`config.mk`:
```
export PLATFORM = sky130hd
export DESIGN_NAME = pdl_cfg
export DESIGN_NICKNAME = d
export VERILOG_FILES = /design/src/rtl/pdl_pkg.sv /design/src/rtl/pdl_cfg.sv
export SDC_FILE = /design/constraint.sdc
export NUM_CORES = 1
export LEC_CHECK = 0
export ABC_AREA = 1
export ABC_CLOCK_PERIOD_IN_PS = 800
export BUFFER_PORTS_ARGS = -buffer_cell sky130_fd_sc_hd__buf_2
export CORE_MARGIN = 2
export CORE_UTILIZATION = 35
export DETAILED_ROUTE_END_ITERATION = 16
export PLACE_DENSITY = 0.66
export SETUP_SLACK_MARGIN = 0.5
export SLEW_MARGIN = 25
export SYNTH_ARGS = -nofsm -noshare
export SYNTH_HDL_FRONTEND = slang
export SYNTH_SLANG_ARGS = --single-unit
```
`constraint.sdc`:
```
create_clock -name clk -period 0.8 [get_ports clk]
set_input_delay 0.08 -clock clk [delete_from_list [all_inputs] [get_ports clk]]
set_output_delay 0.08 -clock clk [all_outputs]
set_load 0.005 [all_outputs]
```
`src/rtl/pdl_pkg.sv`:
```
package pdl_pkg;

    localparam int POS_W  = 32;
    localparam int GAIN_W = 32;
    localparam int DUTY_W = 14;
    localparam int FRAC_W = 16;
    localparam int PROD_W = 64;
    localparam int CHAN_W = DUTY_W + FRAC_W;
    localparam int CFG_W  = 32;
    localparam int IDX_W  = 3;

    localparam int DEBOUNCE_SAMPLES = 5;

    localparam logic [DUTY_W-1:0] FULL_DUTY     = DUTY_W'(10000);
    localparam logic [DUTY_W-1:0] MAX_DUTY_RST  = DUTY_W'(10000);
    localparam logic [CHAN_W-1:0] STOP_THRESHOLD = CHAN_W'(10) << FRAC_W;

    typedef enum logic [IDX_W-1:0] {
        REG_TARGET_POSITION   = 3'd0,
        REG_P_GAIN            = 3'd1,
        REG_D_GAIN            = 3'd2,
        REG_MAX_DUTY          = 3'd3,
        REG_LIMITS_ENABLED    = 3'd4,
        REG_SWITCH_ACTIVE_LOW = 3'd5,
        REG_RUN_ENABLE        = 3'd6
    } reg_index_t;

    typedef struct packed {
        logic signed [POS_W-1:0] position;
        logic                    min_switch_level;
        logic                    max_switch_level;
    } sample_t;

    typedef struct packed {
        logic [DUTY_W-1:0] reverse_duty;
        logic [DUTY_W-1:0] forward_duty;
        logic              limit_stop;
        logic              min_limit_active;
        logic              max_limit_active;
    } result_t;

    typedef struct packed {
        logic signed [POS_W-1:0] target_position;
        logic [GAIN_W-1:0]       p_gain;
        logic [GAIN_W-1:0]       d_gain;
        logic [DUTY_W-1:0]       max_duty;
        logic                    limits_enabled;
        logic                    switch_active_low;
        logic                    run_enable;
    } cfg_t;

    // Products and flags handed from the multiply stage to the output stage
    typedef struct packed {
        logic [PROD_W-1:0] p_mag;
        logic              p_neg;
        logic [PROD_W-1:0] d_mag;
        logic              d_neg;
        logic              min_on;
        logic              max_on;
        logic              run;
    } prod_t;

endpackage

```
`src/rtl/pdl_cfg.sv`:
```
module pdl_cfg
(
    input  logic                                clk,
    input  logic                                rst_n,
    input  logic                                cfg_we,
    input  logic [pdl_pkg::IDX_W-1:0]           cfg_index,
    input  logic [pdl_pkg::CFG_W-1:0]           cfg_data,
    output pdl_pkg::cfg_t                       cfg
);

    pdl_pkg::cfg_t cfg_reg;
    pdl_pkg::cfg_t cfg_next;

    always_comb
    begin
        cfg_next = cfg_reg;
        if (cfg_we)
        begin
            case (cfg_index)
                pdl_pkg::REG_TARGET_POSITION:
                    cfg_next.target_position = cfg_data[pdl_pkg::POS_W-1:0];
                pdl_pkg::REG_P_GAIN:
                    cfg_next.p_gain = cfg_data[pdl_pkg::GAIN_W-1:0];
                pdl_pkg::REG_D_GAIN:
                    cfg_next.d_gain = cfg_data[pdl_pkg::GAIN_W-1:0];
                pdl_pkg::REG_MAX_DUTY:
                    cfg_next.max_duty = cfg_data[pdl_pkg::DUTY_W-1:0];
                pdl_pkg::REG_LIMITS_ENABLED:
                    cfg_next.limits_enabled = cfg_data[0];
                pdl_pkg::REG_SWITCH_ACTIVE_LOW:
                    cfg_next.switch_active_low = cfg_data[0];
                pdl_pkg::REG_RUN_ENABLE:
                    cfg_next.run_enable = cfg_data[0];
                default:
                    cfg_next = cfg_reg;
            endcase
        end
    end

    always_ff @(posedge clk or negedge rst_n)
    begin
        if (!rst_n)
        begin
            cfg_reg                   <= '0;
            cfg_reg.max_duty          <= pdl_pkg::MAX_DUTY_RST;
        end
        else
        begin
            cfg_reg <= cfg_next;
        end
    end

    assign cfg = cfg_reg;

endmodule

```
==> results_dict.tcl <==
set metrics [dict create \
    rsz0062_at_grt "true" \
    layout_commonest_cell "nand2_1" \
    fin_crit_sh 1.40 \
    die-height_um 117 \
    setup_tns_ns -23.56 \
    die_x_um 117 \
    syn_avg_cell_area_um2 8.94 \
    wl_per_cell_um 16.9 \
    cp.arrival_ns 1.04 \
    drive_gt1_frac 0.539 \
    fin_nets 811 \
    ys_types 12 \
    setup_slack_ns -0.317 \
    cp_max_fo 2 \
    drt-total-wl_um 16100 \
    antenna_found_initial 0 \
    most-common-layout-cells "nand2_1, buf_2, dfrtp_1" \
    ir_drop_uv 1130 \
    clk_path_buf_depth 2 \
    yosys_warnings 0 \
    vias 4605 \
    slew_headroom 0.838 \
    sw_frac_of_total 0.268 \
    synthCells 503 \
    p_sw_mw 5.38 \
    power_per_cell_area_nw_per_um2 2550 \
    grt_busiest_layer "met2" \
    syn-cell-area_um2 4500 \
    required_ns 0.72 \
    crit_buf_inv 1 \
    pwr-share-seq 0.379 \
    viasPerCell 4.82 \
    hp-class "input pin to async pin" \
    num-fill-cells 983 \
    grt-ovfl-total 0 \
    gp_congestion 0.819 \
    clockRootBuffer "clkbuf_16" \
    comb_power_share 0.254 \
    first_pass_iters 4 \
    grt_util_met2 0.327 \
    worst_path_max_delay_cell "dfstp_2" \
    violations "negative hold slack, negative setup slack" \
    ys_ff_latch 113 \
    crit_type "flip-flop to primary output" \
    drc 0 \
    area_growth_pct 74.7 \
    finalMaxSlewViolations 0 \
    leakage_nw 4.28 \
    clock_skew_ns 0 \
    crit_family "flip-flops" \
    syn_nets 541 \
    netlist.area_leader.share 0.601 \
    synth_top_area_cell "dfrtp_1" \
    pwr-share-clk 0.367 \
    grt_pass1_wl_um 22500 \
    clkTransAtPathRegs_ns 0.05 \
    cap_viol_max_count 0 \
    largest_reg_flops 113 \
    hold_viol 204 \
    h-tree-depth 4 \
    antenna_left 0 \
    worstSkewPairLatency_ns 0.40 \
    synthTopCellsByArea "dfrtp_1, nand2_1, nand3_1, dfstp_2, buf_2" \
    fp.coreArea_um2 12600 \
    grt_pass1_vias 4301 \
    crit_path_end_kind "primary output" \
    cts_tree "yes" \
    initial_core_util 0.358 \
    die_area_um2 13800 \
    dp_hpwl_um 9290 \
    cts_buffers 17 \
    setup_viol 131 \
    max_freq_mhz 895 \
    use_met1 0.276 \
    yosysSeqAreaShare 0.630 \
    rows 41 \
    antenna_cells 0 \
    worst_pin_slew_ns 0.243 \
    clock-sinks 113 \
    status "finished, violations left" \
    ios 151 \
    internal_power_mw 14.7 \
    fin_crit_ns 1.12 \
    start_kind "flip-flop" \
    grt_max_degree 37 \
    use_met3 0.0598 \
    max_stage_delay_ns 0.55 \
    holdWs_ns -0.458 \
    drt_iter0_markers 409 \
    path_cells "buf_6" \
    io_buffers 150 \
    grt_usage 0.206 \
]
-- power groups by stage --
stage	clock network [mW]	registers (mW)	logic, mW
floorplan	0	7.56	1.04
global placement	0	7.48	2.85
detailed placement	0	7.51	2.93
CTS	7.48	7.43	3.70
global route	7.73	7.71	5.56
finish	7.36	7.60	5.11
-- cell families after synthesis --
| family | share of synthesized area |
|---|---|
| and+or+nand+nor | 0.329 |
| DFF | 0.630 |
| buffers and inverters | 0.0412 |
-- per-layer routing --
metal | vias to the layer above | wire length [µm]
li1 | 2141 | -
met1 | 2280 | 6820
met2 | 165 | 8150
met3 | 19 | 929
met4 | 0 | 240
met5 | - | 0
-- cells in the mapped netlist --
cell type	n
nor2_4	3
nor2_2	2
buf_1	1
nand2_1	250
clkbuf_1	1
dfrtp_1	108
buf_4	6
dfstp_2	5
buf_2	22
inv_2	3
inv_1	3
nand3_1	99
-- worst paths after layout --
path	startpoint	to	slack, ns	depth (start not counted)
max in group asynchronous	rst_n	cfg[16]	0.73	2
worst max register to register	cfg[34]	cfg[34]	-0.08	4
min in group clk	cfg_data[4]	cfg[7]	-0.07	3
worst min-delay path	rst_n	cfg[86]	-0.46	1
worst max-delay path	cfg[16]	cfg[16]	-0.32	1
worst min register to register	cfg[7]	cfg[7]	0.46	2
-- through the flow --
step	power, mW	instance area, µm²	cells	setup slack [ns]	utilization
finish	20.1	7860	955	-0.317	0.625
global route	21.0	7860	955	-0.344	0.625
CTS	18.6	6760	907	-0.334	0.538
detailed placement	10.4	5620	827	-0.305	0.447
global placement	10.3	5620	827	-0.286	0.447
floorplan	8.59	4530	503	0.0454	-
-- final cells by class --
type                       instances  area (µm²)  share of cell area
sequential                       113        2830               0.361
tap                              172         215              0.0274
multi-input combinational        354        1820               0.231
timing repair buffer             281        2390               0.304
clock inverter                     6        80.1              0.0102
clock buffer                      23         498              0.0634
inverter                           6        27.5             0.00350
-- what timing repair did --
item                       in CTS  in global routing
gates cloned                    2                  6
setup buffers                  49                 42
resized for setup              45                180
hold endpoints to repair      217                204
setup endpoints to repair     226                226
pin swaps                      59                 70
Note: power is estimated with default switching activity, not from simulation.
