--- src/rtl/pdl_pkg.sv ---
package pdl_pkg;

    localparam int POS_W  = 32;
    localparam int GAIN_W = 32;
    localparam int DUTY_W = 14;
    localparam int FRAC_W = 16;
    localparam int PROD_W = 64;
    localparam int CHAN_W = DUTY_W + FRAC_W;
    localparam int CFG_W  = 32;
    localparam int IDX_W  = 3;

    localparam int DEBOUNCE_SAMPLES = 5;

    localparam logic [DUTY_W-1:0] FULL_DUTY     = DUTY_W'(10000);
    localparam logic [DUTY_W-1:0] MAX_DUTY_RST  = DUTY_W'(10000);
    localparam logic [CHAN_W-1:0] STOP_THRESHOLD = CHAN_W'(10) << FRAC_W;

    typedef enum logic [IDX_W-1:0] {
        REG_TARGET_POSITION   = 3'd0,
        REG_P_GAIN            = 3'd1,
        REG_D_GAIN            = 3'd2,
        REG_MAX_DUTY          = 3'd3,
        REG_LIMITS_ENABLED    = 3'd4,
        REG_SWITCH_ACTIVE_LOW = 3'd5,
        REG_RUN_ENABLE        = 3'd6
    } reg_index_t;

    typedef struct packed {
        logic signed [POS_W-1:0] position;
        logic                    min_switch_level;
        logic                    max_switch_level;
    } sample_t;

    typedef struct packed {
        logic [DUTY_W-1:0] reverse_duty;
        logic [DUTY_W-1:0] forward_duty;
        logic              limit_stop;
        logic              min_limit_active;
        logic              max_limit_active;
    } result_t;

    typedef struct packed {
        logic signed [POS_W-1:0] target_position;
        logic [GAIN_W-1:0]       p_gain;
        logic [GAIN_W-1:0]       d_gain;
        logic [DUTY_W-1:0]       max_duty;
        logic                    limits_enabled;
        logic                    switch_active_low;
        logic                    run_enable;
    } cfg_t;

    // Products and flags handed from the multiply stage to the output stage
    typedef struct packed {
        logic [PROD_W-1:0] p_mag;
        logic              p_neg;
        logic [PROD_W-1:0] d_mag;
        logic              d_neg;
        logic              min_on;
        logic              max_on;
        logic              run;
    } prod_t;

endpackage

--- src/rtl/pdl_back.sv ---
module pdl_back
(
    input  logic              clk,
    input  logic              rst_n,
    input  pdl_pkg::cfg_t     cfg,
    input  pdl_pkg::prod_t    prod,
    input  logic              load,
    input  logic              result_ready,
    output logic              result_valid,
    output pdl_pkg::result_t  result
);

    logic              result_valid_reg, result_valid_next;
    pdl_pkg::result_t  result_reg, result_next;

    logic [pdl_pkg::PROD_W:0]   sum;
    logic [pdl_pkg::PROD_W:0]   diff;
    logic [pdl_pkg::PROD_W-1:0] drive_mag;
    logic                       drive_neg;
    logic [pdl_pkg::DUTY_W-1:0] limit;
    logic [pdl_pkg::CHAN_W-1:0] ceiling;
    logic [pdl_pkg::CHAN_W-1:0] chan;
    logic [pdl_pkg::CHAN_W-1:0] rev;
    logic [pdl_pkg::CHAN_W-1:0] fwd;
    logic                       stop;

    always_comb
    begin
        sum  = {1'b0, prod.p_mag} + {1'b0, prod.d_mag};
        diff = {1'b0, prod.p_mag} - {1'b0, prod.d_mag};

        if (prod.p_neg == prod.d_neg)
        begin
            // saturate the magnitude on carry out
            drive_mag = sum[pdl_pkg::PROD_W] ? '1 : sum[pdl_pkg::PROD_W-1:0];
            drive_neg = prod.p_neg;
        end
        else if (!diff[pdl_pkg::PROD_W])
        begin
            drive_mag = diff[pdl_pkg::PROD_W-1:0];
            drive_neg = prod.p_neg;
        end
        else
        begin
            drive_mag = pdl_pkg::PROD_W'(-diff);
            drive_neg = prod.d_neg;
        end

        limit   = (cfg.max_duty > pdl_pkg::FULL_DUTY) ? pdl_pkg::FULL_DUTY : cfg.max_duty;
        ceiling = {limit, {pdl_pkg::FRAC_W{1'b0}}};
        chan    = (drive_mag > pdl_pkg::PROD_W'(ceiling))
                ? ceiling : drive_mag[pdl_pkg::CHAN_W-1:0];

        rev = (drive_neg && drive_mag != '0) ? chan : '0;
        fwd = (!drive_neg && drive_mag != '0) ? chan : '0;

        stop = (prod.min_on && rev > pdl_pkg::STOP_THRESHOLD)
            || (prod.max_on && fwd > pdl_pkg::STOP_THRESHOLD);

        result_next = result_reg;
        if (load)
        begin
            result_next = '0;
            if (prod.run)
            begin
                result_next.reverse_duty     = stop ? '0 : rev[pdl_pkg::CHAN_W-1:pdl_pkg::FRAC_W];
                result_next.forward_duty     = stop ? '0 : fwd[pdl_pkg::CHAN_W-1:pdl_pkg::FRAC_W];
                result_next.limit_stop       = stop;
                result_next.min_limit_active = prod.min_on;
                result_next.max_limit_active = prod.max_on;
            end
        end

        if (load)
            result_valid_next = 1'b1;
        else if (result_ready)
            result_valid_next = 1'b0;
        else
            result_valid_next = result_valid_reg;
    end

    always_ff @(posedge clk or negedge rst_n)
    begin
        if (!rst_n)
            result_valid_reg <= 1'b0;
        else
            result_valid_reg <= result_valid_next;
    end

    always_ff @(posedge clk)
    begin
        result_reg <= result_next;
    end

    assign result_valid = result_valid_reg;
    assign result       = result_reg;

    a_stop_zeroes: assert property (@(posedge clk) disable iff (!rst_n)
        result_valid && result.limit_stop |->
            result.reverse_duty == '0 && result.forward_duty == '0)
        else $error("limit stop with nonzero duty");

    a_one_direction: assert property (@(posedge clk) disable iff (!rst_n)
        result_valid |-> result.reverse_duty == '0 || result.forward_duty == '0)
        else $error("both channels driven");

    a_duty_ceiling: assert property (@(posedge clk) disable iff (!rst_n)
        result_valid |-> result.reverse_duty <= pdl_pkg::FULL_DUTY
            && result.forward_duty <= pdl_pkg::FULL_DUTY)
        else $error("duty above full scale");

endmodule

--- config.mk ---
export PLATFORM = sky130hd
export DESIGN_NAME = pdl_back
export DESIGN_NICKNAME = d
export VERILOG_FILES = /design/src/rtl/pdl_pkg.sv /design/src/rtl/pdl_back.sv
export SDC_FILE = /design/constraint.sdc
export NUM_CORES = 1
export LEC_CHECK = 0
export BUFFER_PORTS_ARGS = -buffer_cell sky130_fd_sc_hd__buf_2
export CAP_MARGIN = 20
export CORE_MARGIN = 8
export CORE_UTILIZATION = 53
export DETAILED_ROUTE_END_ITERATION = 10
export PLACE_DENSITY_LB_ADDON = 0.05
export SETUP_SLACK_MARGIN = 0.4
export SLEW_MARGIN = 25
export SYNTH_ARGS = -nofsm -noshare
export SYNTH_HDL_FRONTEND = slang
export SYNTH_SLANG_ARGS = --single-unit
--- constraint.sdc ---
create_clock -name clk -period 0.8 [get_ports clk]
set_input_delay 0.2 -clock clk [delete_from_list [all_inputs] [get_ports clk]]
set_output_delay 0.2 -clock clk [all_outputs]
set_load 0.05 [all_outputs]
==> results.md, run 1 <==
* Status: stopped before the end
* Last stage: global routing
* Log Error: [ERROR GRT-0116] Global routing finished with congestion. Check the congestion regions in the DRC Viewer.
* First-pass GRT wire length at 160 mm
* EDFF count, synth at 31
* CTS buffer count at 5
* Net Count, Synth at 2,424
* Top cell type's share of synthesized area at 0.132
* Buffers on Ports at 182
* GR Overflow Total at 42
* Synth Register Bits at 32
* Register area share after synthesis at 0.0706
* Initial Util at 0.539
* FP Rows at 58
* Vias in the first global route at 27,026
* H-tree depth at 2
* Largest net degree at the start of global routing at 25
* Io pins at 282
* Sink Count at 32
* Root buf cell: clkbuf_16
* Gp weighted congestion at 1.18
* Post-synthesis cell area at 13,500 sq um
* Die X at 176 um
* Post-DP HPWL at 57.9 mm
* Tot GR Track Use at 0.672
* Synth top area cells: ha_1 (13%), a21oi_1 (8.2%), edfxtp_1 (6.9%)
* Leading area contributor after synthesis: ha_1
* Netlist cell types at 104
* Ys async rst share at 0.0313
* Mean post-synth cell area at 6.67 sq um
* Clock Path Buffers at 2
* Synth warn at 0
* Synthesized netlist cell count at 2,029
* Dominant synthesized flop cell: edfxtp_1
* Height of the chip at 176 um
-- Yosys cell counts, types with 25 or more instances --
| master | number |
|---|---|
| nor2_1 | 202 |
| ha_1 | 143 |
| o211ai_1 | 29 |
| a31oi_1 | 25 |
| a21o_1 | 36 |
| inv_1 | 155 |
| nor3_1 | 65 |
| xnor2_1 | 71 |
| mux2i_1 | 29 |
| nand3_1 | 51 |
| o21bai_1 | 38 |
| nor4_1 | 47 |
| o21ai_0 | 135 |
| nand2_1 | 161 |
| clkbuf_1 | 62 |
| a21oi_1 | 221 |
| nand4_1 | 54 |
| o31ai_1 | 28 |
| a211oi_1 | 25 |
| edfxtp_1 | 31 |
-- metrics by stage --
step	hold slack (ps)	setup WS (ps)	instance area [sq um]	setup TNS (ps)	instances
after global placement	-25.8	-5420	21700	-156970	3407
after floorplan	-95.6	-5380	13600	-154940	2029
after CTS	203	-4980	22900	-151170	3445
after detailed placement	-23.1	-5730	21700	-165470	3407
-- what timing repair did --
item | CTS
cloned | 3
gates resized for setup | 185
setup endpoints to repair | 95
buffers inserted | 26
pin swaps | 49
endpoints found under the hold margin | 1
hold buffers | 1
-- layer usage --
metal,GRT overflow,track usage
met5,0,0.261
met4,21,0.643
met3,1,0.572
met2,20,0.834
met1,0,0.646
-- cell families after synthesis --
family / count (synthesis) / synth area share
buf+inv: 245 / 0.0721
simple gates: 744 / 0.275
compound gates: 742 / 0.365
flops: 32 / 0.0706
mux: 30 / 0.0223
xor+xnor: 91 / 0.0600
fa+ha+maj: 145 / 0.135
==> inputs of run 2 (changes only) <==
--- a/config.mk
+++ b/config.mk
@@ -8,10 +8,9 @@
 export BUFFER_PORTS_ARGS = -buffer_cell sky130_fd_sc_hd__buf_2
 export CAP_MARGIN = 20
 export CORE_MARGIN = 8
-export CORE_UTILIZATION = 53
+export CORE_UTILIZATION = 40
 export DETAILED_ROUTE_END_ITERATION = 10
-export PLACE_DENSITY_LB_ADDON = 0.05
-export SETUP_SLACK_MARGIN = 0.4
+export PLACE_DENSITY_LB_ADDON = 0.15
 export SLEW_MARGIN = 25
 export SYNTH_ARGS = -nofsm -noshare
 export SYNTH_HDL_FRONTEND = slang
==> constraint.sdc (replaced) <==
create_clock -name clk -period 1.04 [get_ports clk]
set_input_delay 0.26 -clock clk [delete_from_list [all_inputs] [get_ports clk]]
set_output_delay 0.26 -clock clk [all_outputs]
set_load 0.05 [all_outputs]
==> results.md, run 2 <==
* CP dominant cell by count: buf_6
* Max rail drop VDD at 1.17 mV
* Max reg flops at 31
* Tot GR Track Use at 0.363
* CP Launch Type: primary input
* CTS tree: built
* Hold slack final at 270 ps
* Internal power at 10.7 mW
* Final ANT Viol Nets at 0
* Post-DP HPWL at 63.2 mm (was 57.9 mm)
* Critical Path AT at 6070 ps
* DP Area at 22,000 sq um (was 21,700 sq um)
* Netlist cell types at 104 (unchanged)
* Fin crit share at 5.82
* Initial Util at 0.405 (was 0.539)
* Clock transition at the registers of the reported paths at 50 ps
* Tmin final at 6050 ps
* Initial DRC count at 2,504
* Initial antenna violation count at 2
* Status: complete, but fails checks (was stopped before the end)
* Max cap viols at 0
* Fin nets at 3,529
* Met3 WL post-DR at 7.28 mm
* Mean post-synth cell area at 6.67 sq um (unchanged)
* Highest routed layer: met4
* Critical path endpoint category: flop
* Die X at 200 um (was 176 um)
* Io pins at 282 (unchanged)
* Core footprint at 33,400 sq um
* 1st-pass router iterations at 6
* Sw Pwr at 10.1 mW
* Sink Count at 32 (unchanged)
* Relative slew margins at 0.469
* Top cell type's share of synthesized area at 0.132 (unchanged)
* Leading area contributor after synthesis: ha_1 (unchanged)
* Dominant synthesized flop cell: edfxtp_1 (unchanged)
* Hold Path Class: in -> reg
* DR WL/cell at 21.4 um
* Synthesized netlist cell count at 2,029 (unchanged)
* Setup crit start: prod[69]
* Failing checks: negative setup slack
* Worst setup path category: in -> reg
* Sw frac at 0.487
* Final WS setup at -5010 ps
* Setup Slack @ Placement at -5680 ps (was -5730 ps)
* GR Overflow Total at 0
* FP Rows at 67 (was 58)
* Post-route cell area at 23,400 sq um
* CP Data Required Time at 1060 ps
* Static leakage at 11.2 nW
* Final Total Pwr at 20.8 mW
* Register area share after synthesis at 0.0706 (unchanged)
* Clock latency on the worst-skew pair at 270 ps
* Worst setup path endpoint: result[20]
* Max Slew Vio Count at 0
* Max Clock Freq at 165 MHz
* Vias at 21,310
* Hold Fails Final Rpt at 0
* Height of the chip at 200 um (was 176 um)
* Most frequent cell after synthesis: a21oi_1 (unchanged)
* Synth Register Bits at 32 (unchanged)
* # setup viols final at 61
* Met1 wire length at 31.0 mm
* Avg Vias per Cell at 5.95
* Vias in the first global route at 20,757
* R2r endpoint: result_valid
* Die ar. at 40,000 sq um
* CTS buffer count at 5 (unchanged)
* H-tree depth at 2 (unchanged)
* FF-to-FF Start: result_valid
* Area delta synth->final at 72.7%
* Clock Path Buffers at 2 (unchanged)
* Measured slew at the worst slew-check pin at 787 ps
* Commonest non-fill, non-tap cells in the layout: buf_4 (987), a21oi_1 (210), nor2_1 (185)
* Synth warn at 0 (unchanged)
* Final Routed Wirelength at 76.8 mm
* Buffers on Ports at 182 (unchanged)
* EDFF count, synth at 31 (unchanged)
* Residual DRC at 0
* Met2 WL at 34.4 mm
* FF-to-FF setup slack at 120 ps
* Synth top area cells: ha_1 (13%), a21oi_1 (8.2%), edfxtp_1 (6.9%) (unchanged)
* Critical-path top delay cell: or4_1
* First-pass GRT wire length at 115 mm
* Share of power burned in registers at 0.076
* Final core occ at 0.699
* Critical path peak fanout at 7
* Root buf cell: clkbuf_16 (unchanged)
* Synth top cells by count: a21oi_1 (221), nor2_1 (202), nand2_1 (161) (unchanged)
* Net Count, Synth at 2,424 (unchanged)
* Unrepaired setup endpoints after global routing: yes
* Slowest Stage Delay on Critical Path at 600 ps
* Ys async rst share at 0.0313 (unchanged)
* Commonest non-fill, non-tap cell in the layout: buf_4
* Gate power share at 0.849
* Layout cells sized above 1 at 0.431
* Largest net degree at the start of global routing at 33
* Post-synthesis cell area at 13,500 sq um (unchanged)
* FF-to-FF path depth at 3
* Clk_skew at 0 ps
* Cell area power density at 889 nW/um^2
* Clk network pwr share at 0.075
* Gp weighted congestion at 1.10 (was 1.18)
* # fillers at 2,843
run 2: worst max-delay path, delay by kind of cell:
family	cells	cell delay, ps
fa+ha+maj	2	580
buf+inv	8	1020
compound gates	10	2300
simple gates	5	1890
run 2: layout make-up:
type,instances,area [sq um],share of cell area
flip-flops and latches,32,956,0.0409
diodes,1,2.50,0.000107
repair buffers,1183,8730,0.373
well taps,448,561,0.0240
inverters,160,613,0.0262
clock buffers,8,156,0.00669
multi-input cells,1752,12400,0.529
run 2: power by group through the flow:
| stage | clock (mW) | combinational, mW | sequential, mW |
|---|---|---|---|
| final | 1.56 | 17.7 | 1.58 |
| after detailed placement | 0 | 15.9 | 1.56 |
| after CTS | 1.51 | 16.7 | 1.57 |
| after floorplan | 0 | 7.04 | 1.90 |
| after global routing | 1.57 | 18.6 | 1.59 |
| after global placement | 0 | 15.7 | 1.56 |
run 2: worst min-delay path by stage:
| stage | start | endpoint | slack, ps | depth (start not counted) |
|---|---|---|---|---|
| final | result_ready | result_valid | 270 | 3 |
| after global routing | result_ready | result_valid | 290 | 3 |
| after CTS | result_ready | result_valid | 250 | 3 |
| after detailed placement | rst_n | result_valid | 40 | 1 |
| after global placement | rst_n | result_valid | 40 | 1 |
| after floorplan | rst_n | result_valid | -40 | 0 |
run 2: repair_timing:
| item | 4_1_cts | 5_1_grt |
|---|---|---|
| hold buffers | 1 | 0 |
| gates resized for setup | 178 | 62 |
| hold endpoints to repair | 1 | 0 |
| pin swaps | 28 | 14 |
| buffers inserted | 24 | 8 |
| endpoints found under the setup margin | 61 | 61 |
| cloned | 1 | 0 |
run 2: routing by layer:
metal,vias up,global-route usage
li1,9831,-
met1,9927,0.472
met2,1301,0.601
met3,251,0.0389
met4,0,0.158
met5,-,0
run 2: per-stage QoR:
stage,cells,setup TNS [ps]
6_report,3584,-146130
5_1_grt,3583,-150570
4_1_cts,3577,-139000
3_5_place_dp,3544,-163900
3_3_place_gp,3544,-159660
2_1_floorplan,2029,-149700
run 2: logic make-up after synthesis:
group,after synthesis,share of synthesized area
simple gates,744,0.275
compound gates,742,0.365
xor+xnor,91,0.0600
fa+ha+maj,145,0.135
buf+inv,245,0.0721
mux,30,0.0223
flops,32,0.0706
Power figures use the tool's default switching activity.
==> inputs of run 3 (changes only) <==
==> constraint.sdc (replaced) <==
create_clock -name clk -period 1.04 [get_ports clk]
set_input_delay 0.104 -clock clk [delete_from_list [all_inputs] [get_ports clk]]
set_output_delay 0.104 -clock clk [all_outputs]
set_load 0.05 [all_outputs]
==> results.md, run 3 (same netlist as run 2, synthesis figures left out) <==
* Critical Path AT at 5920 ps (was 6070 ps)
* Max Clock Freq at 170 MHz (was 165 MHz)
* Commonest non-fill, non-tap cell in the layout: buf_4 (unchanged)
* Core footprint at 33,400 sq um (unchanged)
* CP dominant cell by count: buf_4 (was buf_6)
* Final Routed Wirelength at 73.6 mm (was 76.8 mm)
* Cell area power density at 874 nW/um^2 (was 889 nW/um^2)
* Critical path endpoint category: flop (unchanged)
* Tmin final at 5900 ps (was 6050 ps)
* Die X at 200 um (unchanged)
* Residual DRC at 0 (unchanged)
* Relative slew margins at 0.454 (was 0.469)
* Height of the chip at 200 um (unchanged)
* DR WL/cell at 20.4 um (was 21.4 um)
* Sink Count at 32 (unchanged)
* Clk_skew at 0 ps (unchanged)
* H-tree depth at 2 (unchanged)
* Setup TNS at -139,590 ps (was -146,130 ps)
* Tot GR Track Use at 0.351 (was 0.363)
* FP Rows at 67 (unchanged)
* N_diodes at 0 (was 1)
* Buffers on Ports at 182 (unchanged)
* Vias at 21,070 (was 21,310)
* Measured slew at the worst slew-check pin at 811 ps (was 787 ps)
* Commonest non-fill, non-tap cells in the layout: buf_4 (1,017), a21oi_1 (208), nor2_1 (187) (was buf_4 (987), a21oi_1 (210), nor2_1 (185))
* Final WS setup at -4860 ps (was -5010 ps)
* Clock Path Buffers at 2 (unchanged)
* First-pass GRT wire length at 111 mm (was 115 mm)
* Fin nets at 3,556 (was 3,529)
* Max cap viols at 0 (unchanged)
* Buffers and inverters on the worst path at 7 (was 8)
* Hold Fails Final Rpt at 0 (unchanged)
* Vias in the first global route at 20,508 (was 20,757)
* Top delay family on crit path: compound AO/OA/AOI/OAI gates (unchanged)
* Initial antenna violation count at 6 (was 2)
* Worst setup path category: in -> reg (unchanged)
* Final ANT Viol Nets at 0 (unchanged)
* CP Launch Type: primary input (unchanged)
* CP Data Required Time at 1060 ps (about the same)
* GR Overflow Total at 0 (unchanged)
* Max Slew Vio Count at 0 (unchanged)
* Io pins at 282 (unchanged)
* Fin crit share at 5.67 (was 5.82)
* Clock latency on the worst-skew pair at 270 ps (about the same)
* Avg Vias per Cell at 5.84 (was 5.95)
* Post-DP HPWL at 63.3 mm (was 63.2 mm)
* Failing checks: negative setup slack (unchanged)
* Initial DRC count at 2,126 (was 2,504)
* Die ar. at 40,000 sq um (unchanged)
* Max reg flops at 31 (unchanged)
* Clock transition at the registers of the reported paths at 60 ps (was 50 ps)
* Status: complete, but fails checks (unchanged)
* DP Area at 22,200 sq um (was 22,000 sq um)
* Root buf cell: clkbuf_16 (unchanged)
* Unrepaired setup endpoints after global routing: yes (unchanged)
* Critical path peak fanout at 7 (unchanged)
* # setup viols final at 29 (was 61)
* Post-route cell area at 23,300 sq um (was 23,400 sq um)
* Hold slack final at 108 ps (was 270 ps)
* CTS buffer count at 5 (unchanged)
* CTS tree: built (unchanged)
* Hold Path Class: in -> reg (unchanged)
* Max rail drop VDD at 0.874 mV (was 1.17 mV)
* Gp weighted congestion at 1.07 (was 1.10)
* Final Total Pwr at 20.3 mW (was 20.8 mW)
* Initial Util at 0.405 (unchanged)
* Critical-path top delay cell: or4_4 (was or4_1)
* Layout cells sized above 1 at 0.434 (was 0.431)
* Static leakage at 11.2 nW (about the same)
* 1st-pass router iterations at 6 (unchanged)
* Area delta synth->final at 71.9% (was 72.7%)
* Largest net degree at the start of global routing at 33 (unchanged)
* Slowest Stage Delay on Critical Path at 550 ps (was 600 ps)
-- run 3: cell types whose count changed in the layout (fill, tap and decap cells not counted), sizes merged --
| cell | change |
|---|---|
| clkbuf | +1 |
| diode | -1 |
| buf | +26 |
-- run 3: cell type report --
| cell class | instances | area, sq um |
|---|---|---|
| fillers | 2909 | 10200 |
| clock buffers | 8 | 156 |
| repair buffers | 1210 | 8740 |
| inverters | 160 | 613 |
| multi-input cells | 1752 | 12200 |
| well taps | 448 | 561 |
| flip-flops and latches | 32 | 956 |
-- run 3: where the power goes --
group / total [mW] / switching (mW) / internal (mW) / leakage (nW)
Combinational: 17.3 / 9.26 / 8.02 / 10.8
Sequential: 1.54 / 0.0225 / 1.52 / 0.306
Clock: 1.51 / 0.496 / 1.02 / 0.0772
-- run 3: per-stage QoR --
stage	util	std cells	setup slack (ps)
2_1_floorplan	-	2029	-5050
3_3_place_gp	0.665	3576	-5300
3_5_place_dp	0.665	3576	-5400
4_1_cts	0.684	3603	-4580
5_1_grt	0.695	3610	-4970
6_report	0.695	3610	-4860
-- run 3: worst paths after layout --
check / startpoint / to / slack [ps] / depth (start not counted)
hold reg to reg: result_valid / result_valid / 490 / 1
setup reg to reg: result_valid / result_valid / 380 / 1
min in group asynchronous: rst_n / result_valid / 170 / 2
setup / recovery: prod[69] / result[29] / -4860 / 28
hold / removal: result_ready / result_valid / 110 / 3
max in group asynchronous: rst_n / result_valid / 790 / 2
-- run 3: what timing repair did --
action                                  4_1_cts  5_1_grt
endpoints found under the hold margin         1        0
hold buffers                                  1        0
cloned                                        0        1
endpoints found under the setup margin       29       29
setup buffers                                18        6
resized for setup                            71       77
pin swaps                                    16       18
-- run 3: layer usage --
layer,share of wire,vias up,global-route usage
met5,0.00094,-,0
met4,0.049,10,0.154
met3,0.094,216,0.0533
met2,0.44,1118,0.570
met1,0.42,9861,0.456
li1,-,9865,-
-- run 3: worst min-delay path, delay by kind of cell --
family | cells | cell delay, ps
compound gates | 1 | 100
buf+inv | 2 | 130
